--- config.mk ---
export PLATFORM = sky130hd
export DESIGN_NAME = encoder_count_accumulator
export DESIGN_NICKNAME = d
export VERILOG_FILES = /design/src/rtl/core/ecacc_pkg.sv /design/src/rtl/core/ecacc_in_stage.sv /design/src/rtl/core/ecacc_core.sv /design/src/rtl/core/ecacc_out_stage.sv /design/src/rtl/core/encoder_count_accumulator.sv
export SDC_FILE = /design/constraint.sdc
export NUM_CORES = 1
export LEC_CHECK = 0
export ABC_CLOCK_PERIOD_IN_PS = 11200
export BUFFER_PORTS_ARGS = -buffer_cell sky130_fd_sc_hd__buf_2
export CORE_MARGIN = 5
export CORE_UTILIZATION = 50
export DETAILED_ROUTE_END_ITERATION = 8
export PLACE_DENSITY = 0.68
export REMOVE_ABC_BUFFERS = 1
export SLEW_MARGIN = 20
export SYNTH_ARGS = -nofsm -noshare
export SYNTH_HDL_FRONTEND = slang
export SYNTH_SLANG_ARGS = --single-unit
--- constraint.sdc ---
create_clock -name clock -period 11.2 [get_ports clock]
set_clock_uncertainty 0.15 [all_clocks]
set_input_delay 1.12 -clock clock [delete_from_list [all_inputs] [get_ports clock]]
set_output_delay 1.12 -clock clock [all_outputs]
set_load 0.05 [all_outputs]
--- src/rtl/core/ecacc_pkg.sv ---
// ecacc_pkg: shared types, widths and field positions of the encoder count accumulator
// used by every module under rtl/core and by the port checker; no dependencies

package ecacc_pkg;

   localparam int CHANNELS   = 2;
   localparam int COUNT_BITS = 16;
   localparam int TOTAL_BITS = 32;
   localparam int TIME_BITS  = 32;

   // req_tdata: now_ms, then one encoder count per channel
   localparam int REQ_DATA_BITS = TIME_BITS + COUNT_BITS * CHANNELS;
   localparam int REQ_RAW_LSB   = TIME_BITS;

   // rsp_tdata: deltas, totals, period_ms, fresh_sample, range_error, zero fill
   localparam int RSP_TOTAL_LSB    = COUNT_BITS * CHANNELS;
   localparam int RSP_INTERVAL_LSB = RSP_TOTAL_LSB + TOTAL_BITS * CHANNELS;
   localparam int RSP_VALID_BIT    = RSP_INTERVAL_LSB + TIME_BITS;
   localparam int RSP_ERROR_BIT    = RSP_VALID_BIT + 1;
   localparam int RSP_USED_BITS    = RSP_ERROR_BIT + 1;
   localparam int RSP_DATA_BITS    = ((RSP_USED_BITS + 7) / 8) * 8;

   typedef enum logic [0:0] {
      REQ_INIT   = 1'b0,
      REQ_UPDATE = 1'b1
   } ecacc_kind_type;

   typedef struct packed {
      ecacc_kind_type                       kind;
      logic [TIME_BITS-1:0]                 now_ms;
      logic [CHANNELS-1:0][COUNT_BITS-1:0]  enc_count;
   } ecacc_item_type;

   typedef struct packed {
      logic                                 accepted;
      logic [CHANNELS-1:0][COUNT_BITS-1:0]  delta;
      logic [CHANNELS-1:0][TOTAL_BITS-1:0]  total;
      logic [TIME_BITS-1:0]                 period_ms;
      logic                                 fresh_sample;
      logic                                 range_error;
   } ecacc_result_type;

endpackage

--- src/rtl/core/ecacc_in_stage.sv ---
// ecacc_in_stage: input register holding one request item ahead of the update logic
// depends on ecacc_pkg for the item type

module ecacc_in_stage
   import ecacc_pkg::*;
(
   input  logic           clock,
   input  logic           reset,
   input  logic           in_valid,
   output logic           in_ready,
   input  ecacc_item_type in_item,
   input  logic           down_ready,
   output logic           out_valid,
   output ecacc_item_type out_item
);

   logic           valid_ff, valid_in;
   ecacc_item_type item_ff;
   logic           advance;
   logic           load;

   assign advance  = valid_ff && down_ready;
   assign in_ready = !valid_ff || down_ready;
   assign load     = in_valid && in_ready;

   always_comb begin
      valid_in = valid_ff;
      if (load) begin
         valid_in = 1'b1;
      end else if (advance) begin
         valid_in = 1'b0;
      end
   end

   always_ff @(posedge clock) begin
      if (reset) begin
         valid_ff <= 1'b0;
      end else begin
         valid_ff <= valid_in;
      end
   end

   always_ff @(posedge clock) begin
      if (load) begin
         item_ff <= in_item;
      end
   end

   assign out_valid = valid_ff;
   assign out_item  = item_ff;

endmodule

--- src/rtl/core/ecacc_core.sv ---
// ecacc_core: per-channel wrapped delta, running totals, interval and flags
// depends on ecacc_pkg for item and result types

module ecacc_core
   import ecacc_pkg::*;
(
   input  logic             clock,
   input  logic             reset,
   input  logic             step,
   input  ecacc_item_type   item,
   output ecacc_result_type result
);

   logic [CHANNELS-1:0][COUNT_BITS-1:0] last_raw_ff, last_raw_in;
   logic [CHANNELS-1:0][COUNT_BITS-1:0] last_delta_ff, last_delta_in;
   logic [CHANNELS-1:0][TOTAL_BITS-1:0] total_ff, total_in;
   logic [TIME_BITS-1:0]                last_time_ff, last_time_in;
   logic [TIME_BITS-1:0]                interval_ff, interval_in;
   logic                                ready_ff, ready_in;
   logic                                valid_ff, valid_in;
   logic                                error_ff, error_in;

   logic [CHANNELS-1:0][COUNT_BITS-1:0] diff;
   logic [CHANNELS-1:0][TOTAL_BITS:0]   sum;
   logic [TIME_BITS-1:0]                elapsed;
   logic                                overflow;
   logic                                live;
   logic                                commit;

   always_comb begin
      overflow = 1'b0;
      for (int c = 0; c < CHANNELS; c++) begin
         // 16-bit difference read as two's complement gives the wrapped delta
         diff[c] = item.enc_count[c] - last_raw_ff[c];
         sum[c]  = {total_ff[c][TOTAL_BITS-1], total_ff[c]}
                 + {{(TOTAL_BITS + 1 - COUNT_BITS){diff[c][COUNT_BITS-1]}}, diff[c]};
         overflow = overflow | (sum[c][TOTAL_BITS] ^ sum[c][TOTAL_BITS-1]);
      end
   end

   assign elapsed = item.now_ms - last_time_ff;
   assign live    = ready_ff && (elapsed != '0);
   assign commit  = (item.kind == REQ_UPDATE) && live && !overflow;

   always_comb begin
      last_raw_in   = last_raw_ff;
      last_delta_in = last_delta_ff;
      total_in      = total_ff;
      last_time_in  = last_time_ff;
      interval_in   = interval_ff;
      ready_in      = ready_ff;
      valid_in      = valid_ff;
      error_in      = error_ff;
      unique case (item.kind)
         REQ_INIT: begin
            last_raw_in   = item.enc_count;
            last_delta_in = '0;
            total_in      = '0;
            last_time_in  = item.now_ms;
            interval_in   = '0;
            ready_in      = 1'b1;
            valid_in      = 1'b0;
            error_in      = 1'b0;
         end
         REQ_UPDATE: begin
            if (live && overflow) begin
               // all or nothing: keep counts, totals and time
               error_in = 1'b1;
               valid_in = 1'b0;
            end else if (live) begin
               last_raw_in   = item.enc_count;
               last_delta_in = diff;
               for (int c = 0; c < CHANNELS; c++) begin
                  total_in[c] = sum[c][TOTAL_BITS-1:0];
               end
               last_time_in = item.now_ms;
               interval_in  = elapsed;
               valid_in     = 1'b1;
            end
         end
         default: begin
            ready_in = ready_ff;
         end
      endcase
   end

   always_ff @(posedge clock) begin
      if (reset) begin
         last_raw_ff   <= '0;
         last_delta_ff <= '0;
         total_ff      <= '0;
         last_time_ff  <= '0;
         interval_ff   <= '0;
         ready_ff      <= 1'b0;
         valid_ff      <= 1'b0;
         error_ff      <= 1'b0;
      end else if (step) begin
         last_raw_ff   <= last_raw_in;
         last_delta_ff <= last_delta_in;
         total_ff      <= total_in;
         last_time_ff  <= last_time_in;
         interval_ff   <= interval_in;
         ready_ff      <= ready_in;
         valid_ff      <= valid_in;
         error_ff      <= error_in;
      end
   end

   // the result shows the state as it stands after this item
   always_comb begin
      result.accepted     = commit;
      result.delta        = last_delta_in;
      result.total        = total_in;
      result.period_ms    = interval_in;
      result.fresh_sample = valid_in;
      result.range_error  = error_in;
   end

endmodule

--- src/rtl/core/ecacc_out_stage.sv ---
// ecacc_out_stage: result register plus skid entry; input is held off only while the skid is full
// depends on ecacc_pkg for the result type

module ecacc_out_stage
   import ecacc_pkg::*;
(
   input  logic             clock,
   input  logic             reset,
   input  logic             in_valid,
   output logic             in_ready,
   input  ecacc_result_type in_result,
   output logic             out_valid,
   input  logic             out_ready,
   output ecacc_result_type out_result
);

   logic             main_valid_ff, main_valid_in;
   logic             skid_valid_ff, skid_valid_in;
   ecacc_result_type main_ff, skid_ff;
   logic             push;
   logic             pop;
   logic             load_main;
   logic             load_skid;

   assign in_ready = !skid_valid_ff;
   assign push     = in_valid && !skid_valid_ff;
   assign pop      = main_valid_ff && out_ready;

   always_comb begin
      main_valid_in = main_valid_ff;
      skid_valid_in = skid_valid_ff;
      load_main     = 1'b0;
      load_skid     = 1'b0;
      if (skid_valid_ff) begin
         if (pop) begin
            skid_valid_in = 1'b0;
         end
      end else if (push) begin
         if (main_valid_ff && !pop) begin
            load_skid     = 1'b1;
            skid_valid_in = 1'b1;
         end else begin
            load_main     = 1'b1;
            main_valid_in = 1'b1;
         end
      end else if (pop) begin
         main_valid_in = 1'b0;
      end
   end

   always_ff @(posedge clock) begin
      if (reset) begin
         main_valid_ff <= 1'b0;
         skid_valid_ff <= 1'b0;
      end else begin
         main_valid_ff <= main_valid_in;
         skid_valid_ff <= skid_valid_in;
      end
   end

   always_ff @(posedge clock) begin
      if (skid_valid_ff && pop) begin
         main_ff <= skid_ff;
      end else if (load_main) begin
         main_ff <= in_result;
      end
      if (load_skid) begin
         skid_ff <= in_result;
      end
   end

   assign out_valid  = main_valid_ff;
   assign out_result = main_ff;

endmodule

--- src/rtl/core/encoder_count_accumulator.sv ---
// encoder_count_accumulator: top level, packs the stream ports around input stage, core and output stage
// depends on ecacc_pkg, ecacc_in_stage, ecacc_core, ecacc_out_stage
//
//   channel   direction  ports                          contents
//   req       in         req_tvalid/tready/tdata/tuser  one snapshot item: init or update
//   rsp       out        rsp_tvalid/tready/tdata/tuser  one result item per snapshot
//
// one item per cycle sustained while rsp_tready stays high; a result passes through the
// input register, then the update logic and state commit into the result register
// the delta add and 33-bit overflow check per channel sit between those two registers
// reset clears the state to not initialized and empties both stages
// a stalled rsp side fills the skid entry, then req_tready drops after one more item

module encoder_count_accumulator
   import ecacc_pkg::*;
(
   input  logic                     clock,
   input  logic                     reset,
   input  logic                     req_tvalid,
   output logic                     req_tready,
   input  logic [REQ_DATA_BITS-1:0] req_tdata,  // now_ms, enc_count_a, enc_count_b
   input  logic [0:0]               req_tuser,  // req_type
   output logic                     rsp_tvalid,
   input  logic                     rsp_tready,
   output logic [RSP_DATA_BITS-1:0] rsp_tdata,  // delta_a, delta_b, total_a, total_b,
                                                // period_ms, fresh_sample, range_error, zeros
   output logic [0:0]               rsp_tuser   // accepted
);

   ecacc_item_type   req_item;
   ecacc_item_type   s1_item;
   logic             s1_valid;
   logic             core_ready;
   logic             step;
   ecacc_result_type core_result;
   ecacc_result_type rsp_result;

   always_comb begin
      req_item.kind   = ecacc_kind_type'(req_tuser[0]);
      req_item.now_ms = req_tdata[TIME_BITS-1:0];
      for (int c = 0; c < CHANNELS; c++) begin
         req_item.enc_count[c] = req_tdata[REQ_RAW_LSB + c*COUNT_BITS +: COUNT_BITS];
      end
   end

   ecacc_in_stage u_in_stage (
      .clock      (clock),
      .reset      (reset),
      .in_valid   (req_tvalid),
      .in_ready   (req_tready),
      .in_item    (req_item),
      .down_ready (core_ready),
      .out_valid  (s1_valid),
      .out_item   (s1_item)
   );

   assign step = s1_valid && core_ready;

   ecacc_core u_core (
      .clock  (clock),
      .reset  (reset),
      .step   (step),
      .item   (s1_item),
      .result (core_result)
   );

   ecacc_out_stage u_out_stage (
      .clock      (clock),
      .reset      (reset),
      .in_valid   (step),
      .in_ready   (core_ready),
      .in_result  (core_result),
      .out_valid  (rsp_tvalid),
      .out_ready  (rsp_tready),
      .out_result (rsp_result)
   );

   always_comb begin
      rsp_tdata = '0;
      for (int c = 0; c < CHANNELS; c++) begin
         rsp_tdata[c*COUNT_BITS +: COUNT_BITS]                 = rsp_result.delta[c];
         rsp_tdata[RSP_TOTAL_LSB + c*TOTAL_BITS +: TOTAL_BITS] = rsp_result.total[c];
      end
      rsp_tdata[RSP_INTERVAL_LSB +: TIME_BITS] = rsp_result.period_ms;
      rsp_tdata[RSP_VALID_BIT]                 = rsp_result.fresh_sample;
      rsp_tdata[RSP_ERROR_BIT]                 = rsp_result.range_error;
      rsp_tuser[0]                             = rsp_result.accepted;
   end

endmodule

==> flow_summary.toml <==
[setup_path]
crit_fanout = 139
cpPeakStageDelay_ns = 0.71
crit_arrival_ns = 8.50
critPathCaptureType = "flop"
crit_type = "flop to flop"
setup.worst_path.start_class = "flop"
cp_slowest_cell = "buf_12"
worstPathRequired_ns = 11.55

[layout]
final_nets = 2976
final_layout_size_suffix_gt1_frac = 0.119
areaGrowthSynthToFinish_pct = 10.9
utilization = 0.563
finalNonFillerCells = 3562
nFillCells = 4735
n_antenna_cell = 0

[grt]
gr-total-overflow = 0
grt_pass1_vias = 20500
grt_max_degree = 147
grt_pass1_wl_microns = 109000
antenna_found_initial = 1
grt_use_total = 0.216

[timing]
slew-limit-headroom = 0.253
setup_viol = 0
fin_crit_sh = 0.728
fin_crit_ns = 8.16
hold_ws_ns = 0.325
hold_viol_final = 0
worst_pin_slew_ns = 1.12
slew_violations = 0
fmax_mhz = 123
fin_ws_ns = 3.04
rsz0062_at_grt = "false"

[power]
p_per_area_nw_per_um2 = 158
irDropWorstVdd_uv = 97.8
p_leak_nw = 11.5
p_total_w = 0.00493

[route]
ant_nets = 0
wl_per_cell_microns = 19.0
drc = 0
routed_wl_microns = 67700
firstDrtPassIters = 5
viasPerCell = 5.95
drt-initial-drc-count = 1571
num_vias = 21200

[floorplan]
core-area_sq_um = 55300
chipHeight_microns = 247
start_util = 0.507
die_x_microns = 247
num_io_pins = 208
num_rows = 86
design.die.area_sq_um = 60900

[run_status]
status = "finished, final reports clean"

[cts]
cts_sinks = 525
cts_tree = "yes"
cts_resized = 0
ctsHoldBuffers = 0
cts_buffers = 54
cts_buffer_depth = 3
cts_setup_buffers = 0
root_buffer = "clkbuf_16"
clk_latency_ns = 0.61
cts_htree_levels = 2
clkSlewWorstSetupHoldPaths_ns = 0.06

[yosys]
synth_async_sr_flop_share = 0
ys_ff_latch = 525
postSynthAreaPerCell_sq_um = 10.5
synth_cell_types = 80
synth_commonest_cells = "327 x edfxtp_1, 250 x nand2_1, 225 x nor2_1"
yosys_warnings = 0
ys_seq_area_frac = 0.491
ys.flop_type = "edfxtp_1"
synth.most_common_cell = "edfxtp_1"
synth_edf_count = 327
synthTopCellsByArea = "edfxtp_1 35%, dfxtp_1 14%, ha_1 5.9%, mux2i_1 4.5%, a22o_1 3.7%"
yosysTopAreaCell = "edfxtp_1"
netlist.area_leader.share = 0.350
netlist_instances = 2679
netlist_area_sq_um = 28100

[place]
io_buffers = 201
hpwlAfterDp_microns = 45500
placedCellCount = 3460
gp_congestion = 0.904
pre_cts_slack_ns = 2.72

[min_path]
worstHoldPathType = "flop to flop"

[job]
cap_violations = 0
==> state kept, by name, summed over array words and instances, names as in the netlist <==
register                   flops
u_out_stage.out_result       131
u_core.interval_ff            32
u_core.last_time_ff           32
u_core.last_raw_ff            32
u_core.valid_ff                1
u_core.ready_ff                1
u_in_stage.out_valid           1
u_core.total_ff               64
u_out_stage.skid_valid_ff      1
u_out_stage.skid_ff          131
u_in_stage.out_item           65
u_core.error_ff                1
u_core.last_delta_ff          32
u_out_stage.out_valid          1
==> per-stage QoR <==
stage,area (sq um),TNS [ns]
finish,31100,0
CTS,31100,0
global route,31100,0
global placement,29300,0
floorplan,27100,-61.06
detailed placement,29400,0
==> cell usage in the layout (no fill, tap or decap), types with 10 or more instances in the layout <==
cell type / netlist / layout
clkbuf_1: 146 / 10
nand3_1: 21 / 21
o211ai_1: 14 / 14
o21ai_1: 10 / 10
nand2b_1: 18 / 16
clkbuf_16: 0 / 54
and4_1: 60 / 60
nor2_1: 225 / 225
a31oi_1: 67 / 67
o21bai_1: 14 / 14
a211oi_1: 18 / 18
mux2i_1: 127 / 127
o21a_1: 28 / 28
nor3_1: 29 / 29
buf_4: 18 / 21
dfxtp_1: 198 / 198
nor2b_1: 17 / 16
xnor2_1: 77 / 77
and3_1: 14 / 12
edfxtp_1: 327 / 327
nand2_1: 250 / 250
a21o_1: 30 / 30
and2_1: 11 / 10
o31ai_1: 126 / 126
a21oi_1: 103 / 102
clkinv_1: 0 / 10
o21ai_0: 70 / 70
inv_1: 103 / 101
a22o_1: 120 / 120
o311ai_0: 66 / 66
buf_2: 16 / 201
ha_1: 133 / 133
xor2_1: 29 / 29
nand4_1: 75 / 75
==> final cells by class <==
class                           count  area (sq um)  share of cell area
Inverter                          103           399              0.0128
Sequential cell                   525         13800               0.443
Timing Repair Buffer              225          1220              0.0392
Multi-Input combinational cell   1860         13000               0.419
Clock buffer                       65          1400              0.0451
Clock inverter                     36           345              0.0111
Tap cell                          748           936              0.0301
==> routing by layer <==
| layer | wire, microns | global-route usage | vias to the layer above |
|---|---|---|---|
| li1 | - | - | 10400 |
| met1 | 30700 | 0.299 | 10200 |
| met2 | 32000 | 0.359 | 557 |
| met3 | 3450 | 0.0267 | 108 |
| met4 | 1640 | 0.0647 | 0 |
| met5 | 0 | 0 | - |
==> cells by family (layout without fill, tap and decap cells) <==
kind of cell / after synthesis / in the layout / share of synthesized area
xor gates and xnor gates: 106 / 106 / 0.0331
AOI/OAI and AO/OA: 734 / 734 / 0.191
buffers and inverters: 299 / 429 / 0.0466
other: 1 / 6 / 0.000134
muxes: 130 / 130 / 0.0468
adders and majority gates: 138 / 138 / 0.0629
DFF: 525 / 525 / 0.491
and+or+nand+nor: 746 / 746 / 0.128
==> critical path: cells and delay by family (launching register included) <==
family,cells,cell delay [ns]
flops,1,0.39
compound gates,15,3.65
buf+inv,4,1.62
fa+ha+maj,2,0.62
simple gates,6,1.35
xor+xnor,1,0.13
==> power breakdown <==
part / switching, W / internal, W
Combinational: 0.000649 / 0.000318
Sequential: 0.0000415 / 0.00213
Clock: 0.000778 / 0.00101
==> path summary, 6_finish.rpt <==
check	from	to	slack [ns]	depth (start not counted)
min	u_core.last_delta_ff[18]$_SDFFE_PP0P_	u_core.last_delta_ff[18]$_SDFFE_PP0P_	0.32	1
min reg2reg	u_core.last_delta_ff[18]$_SDFFE_PP0P_	u_core.last_delta_ff[18]$_SDFFE_PP0P_	0.32	1
max reg2reg	u_core.last_raw_ff[1]$_SDFFE_PP0P_	u_core.total_ff[34]$_SDFFE_PP0P_	3.04	28
max	u_core.last_raw_ff[1]$_SDFFE_PP0P_	u_core.total_ff[34]$_SDFFE_PP0P_	3.04	28
Power figures use the tool's default switching activity.
